$ cat src/sv/mefc_pkg.sv
// Package: types, constants and arithmetic helpers for the EQ filter cascade.
package mefc_pkg;

    localparam int CHANNELS = 16;
    localparam int BANDS    = 16;
    localparam int SLOTS    = 6;
    localparam int CH_W     = 4;
    localparam int BAND_W   = 4;
    localparam int IDX_W    = CH_W + BAND_W;
    localparam int NB_ALL   = CHANNELS * BANDS;
    localparam int CADDR_W  = IDX_W + 3;

    typedef enum logic [1:0] {
        CMD_SAMPLE = 2'd0,
        CMD_COEF   = 2'd1,
        CMD_MODE   = 2'd2,
        CMD_NOP    = 2'd3
    } cmd_t;

    typedef enum logic [1:0] {
        MODE_BYPASS = 2'd0,
        MODE_BIQUAD = 2'd1,
        MODE_SVF2   = 2'd2,
        MODE_SVF1   = 2'd3
    } band_mode_t;

    typedef enum logic [3:0] {
        ST_IDLE,
        ST_RD,
        ST_LOAD,
        ST_CRD,
        ST_MUL,
        ST_ACC,
        ST_WB,
        ST_OUT
    } state_t;

    typedef struct packed {
        logic [1:0]         cmd;
        logic [3:0]         channel;
        logic [3:0]         band;
        logic [2:0]         coef_slot;
        logic signed [31:0] coef_value;
        logic [1:0]         band_mode;
        logic signed [23:0] sample_in;
    } in_item_t;

    typedef struct packed {
        logic [3:0]         out_channel;
        logic signed [23:0] sample_out;
    } out_item_t;

    function automatic logic signed [31:0] sat32(input logic signed [37:0] v);
        if (v > 38'sd2147483647)
            return 32'sh7fffffff;
        else if (v < -38'sd2147483648)
            return 32'sh80000000;
        else
            return v[31:0];
    endfunction

    function automatic logic signed [35:0] rnd(input logic signed [63:0] p);
        logic signed [63:0] t;
        t = p + 64'sd134217728;
        return 36'(t >>> 28);
    endfunction

endpackage

$ cat src/sv/mefc_mul.sv
// Registered 32x32 multiply with Q4.28 rounding.
module mefc_mul
    import mefc_pkg::*;
(
    input  logic               clk,
    input  logic signed [31:0] a,
    input  logic signed [31:0] b,
    output logic signed [35:0] p
);
    logic signed [63:0] prod_reg;

    always_ff @(posedge clk)
    begin
        prod_reg <= a * b;
    end

    assign p = rnd(prod_reg);
endmodule

$ cat config.mk
export PLATFORM = sky130hd
export DESIGN_NAME = mefc_mul
export DESIGN_NICKNAME = d
export VERILOG_FILES = /design/src/sv/mefc_pkg.sv /design/src/sv/mefc_mul.sv
export SDC_FILE = /design/constraint.sdc
export NUM_CORES = 2
export LEC_CHECK = 0
export BUFFER_PORTS_ARGS = -buffer_cell sky130_fd_sc_hd__buf_2
export CAP_MARGIN = 5
export CELL_PAD_IN_SITES_DETAIL_PLACEMENT = 1
export CELL_PAD_IN_SITES_GLOBAL_PLACEMENT = 2
export CORE_ASPECT_RATIO = 2
export CORE_MARGIN = 1
export CORE_UTILIZATION = 29
export CTS_BUF_LIST = sky130_fd_sc_hd__clkbuf_8
export DETAILED_ROUTE_END_ITERATION = 7
export GPL_ROUTABILITY_DRIVEN = 1
export PLACE_DENSITY = 0.64
export SYNTH_ARGS = -nofsm -noshare
export SYNTH_HDL_FRONTEND = slang
export SYNTH_SLANG_ARGS = --single-unit
$ cat constraint.sdc
create_clock -name clk -period 16.8 [get_ports clk]
set_input_delay 4.2 -clock clk [delete_from_list [all_inputs] [get_ports clk]]
set_output_delay 4.2 -clock clk [all_outputs]
set_load 0.01 [all_outputs]
==> results.yml <==
outcome:
  status: "finished, final reports clean"
yosys:
  ys_seq_area_share_pct: 2.027
  synthTopCellsByCount: "1081 x fa_1, 939 x inv_1, 522 x nand2_1, 517 x and2_1, 193 x clkbuf_1"
  yosys-top-cells-area: "fa_1 59%, inv_1 9.6%, and2_1 8.8%"
  syn_area_per_cell_um2: 9.510
  yosysWarningCount: 0
  synth_top_area_share_pct: 59.21
  synth.distinct_cells: 52
  syn_inst: 3843
  async_flop_share_pct: 0
  synth_edf_count: 0
  yosys_register_bits: 37
  yosys.cell_count.top_type: "fa_1"
  synth_top_flop_cell: "dfxtp_1"
  synth_area_leader_cell: "fa_1"
  syn-num-nets: 5170
  syn_area_um2: 36550
timing:
  fmax_mhz: 82.05
  tightest_slew_ns: 1.023
  max_slew_margin_pct: 31.83
  finalSetupTns_ns: 0
  period_needed_ns: 12.19
  drv_slew: 0
  fin_crit_sh_pct: 72.54
  rsz0062_at_grt: "no"
  final-setup-viol-count: 0
  hold_viol: 0
route:
  ant_nets: 0
  vias: 25512
  dr.pass1.iters: 5
  drc_errors: 0
  drt_iter0_drc: 762
  wirelength_um: 130300
  avgRoutedWirePerCell_um: 23.91
  drt-vias-per-instance: 4.683
grt:
  antenna_found_initial: 16
  grt_use_total_pct: 21.09
  grt_max_degree: 33
  grt_pass1_wl_um: 193700
  grt_overflow_total: 0
  grt_pass1_vias: 31355
critical_path:
  crit_top_cell: "fa_1"
  crit_chain: "buf_2 > nand2_1 > fa_1 > inv_1 > fa_1 > inv_1 > fa_1 > inv_1 > fa_1 > fa_1 > fa_1 > fa_1 > fa_1 > ha_1 > a21oi_1 > o2111ai_1 > a211oi_1 > nand3_1 > a211oi_1 > nor2_1 > a21oi_1 > a21boi_0 > o221a_2"
  critical_path_class: "input port to flop"
  critPathMaxStageDelay_ns: 0.75
  critPathMaxFanout: 32
  crit_slowest_cell: "fa_1"
  arrival_ns: 12.37
  critPathCaptureType: "flop"
  startpoint_type: "input port"
  worstPathRequired_ns: 16.99
placed_design:
  place.port_buffers: 100
  post-dp-hpwl_um: 109500
  gp_routability_congestion: 0.8520
  place_area_um2: 38580
layout:
  largest_reg_flops: 37
  area_growth_syn_to_layout_pct: 5.809
  fin_area_um2: 38670
  nFillCells: 14487
  drive_gt1_share_pct: 3.839
  fin_nets: 5104
cts:
  cts-htree-levels: 2
  clock_sinks: 37
  clockBufferDepth: 2
  cts_resized: 0
  cts_buffers: 5
  ctsHoldBuffers: 0
  cts_root_buffer: "clkbuf_8"
  post_cts_buffers: 0
  cts_tree: "done"
  clk_pin_slew_ns: 0.08
die:
  die_area_um2: 127500
  core-area_um2: 124600
  die_x_um: 253.0
  initial_core_util_pct: 29.34
  pin_count: 101
  rows: 183
  die_h_um: 504.1
worst_hold_path:
  hold_class: "flop to primary output"
job:
  max_cap_viol_count: 0
layout by cell type (no fill, tap or decap), types with 22 or more instances in the layout:
cell | netlist | final
buf_4 | 0 | 26
xnor2_1 | 59 | 59
nand3_1 | 22 | 22
o21ai_0 | 22 | 22
and2_1 | 517 | 517
dfxtp_1 | 37 | 37
a21o_1 | 23 | 23
ha_1 | 181 | 181
nand2_1 | 522 | 522
nor2_1 | 46 | 46
fa_1 | 1081 | 1081
inv_1 | 939 | 940
xor2_1 | 28 | 28
a21oi_1 | 54 | 54
buf_2 | 3 | 100
metal layers:
metal  up-vias  track usage (%)  wire [um]
li1      10746                -          -
met1     14012            16.91      35160
met2       449            45.30      81400
met3       291            1.238       1926
met4        14            15.28      11680
met5         -                0         84
final cells by class:
| type | count | area, um^2 | area share [%] |
|---|---|---|---|
| repair buffers | 126 | 695.7 | 1.799 |
| diodes | 6 | 15.01 | 0.03882 |
| clock buffers | 5 | 68.82 | 0.1779 |
| flip-flops and latches | 37 | 740.7 | 1.915 |
| clock inverters | 2 | 12.51 | 0.03235 |
| well taps | 1665 | 2083 | 5.387 |
| inverters | 940 | 3528 | 9.124 |
| multi-input cells | 2667 | 31530 | 81.53 |
through the flow:
| step | std cells | hold WS (ns) | utilization [%] | setup WS, ns |
|---|---|---|---|---|
| 2_1_floorplan | 3843 | 4.593 | - | 5.450 |
| 3_3_place_gp | 5435 | 4.755 | 30.97 | 4.383 |
| 3_5_place_dp | 5435 | 4.747 | 30.97 | 4.298 |
| 4_1_cts | 5442 | 5.089 | 31.04 | 4.597 |
| 5_1_grt | 5442 | 5.108 | 31.04 | 4.215 |
| 6_report | 5448 | 5.054 | 31.05 | 4.613 |
worst max-delay path: cells and delay by family:
family,cells,cell delay (ns)
buffers and inverters,4,0.88
adders and majority gates,9,4.70
and+or+nand+nor,3,0.64
AOI/OAI and AO/OA,7,1.92
worst paths after layout:
kind,startpoint,endpoint,cells after the start
setup / recovery,a[7],prod_reg[61]$_DFF_P_,23
hold / removal,prod_reg[63]$_DFF_P_,p[35],2
cells by family (layout without fill, tap and decap cells):
kind of cell	count (synthesis)	in the layout	synth area share, %
and+or+nand+nor	1166	1166	16.09
other	0	6	0
adders and majority gates	1262	1262	65.41
DFF	37	37	2.027
xor gates and xnor gates	87	87	2.085
AOI/OAI and AO/OA	152	152	2.680
buffers and inverters	1139	1073	11.71
Power is not shown: default switching activity piles up to over one toggle a cycle in this logic, so the estimate is an artifact.
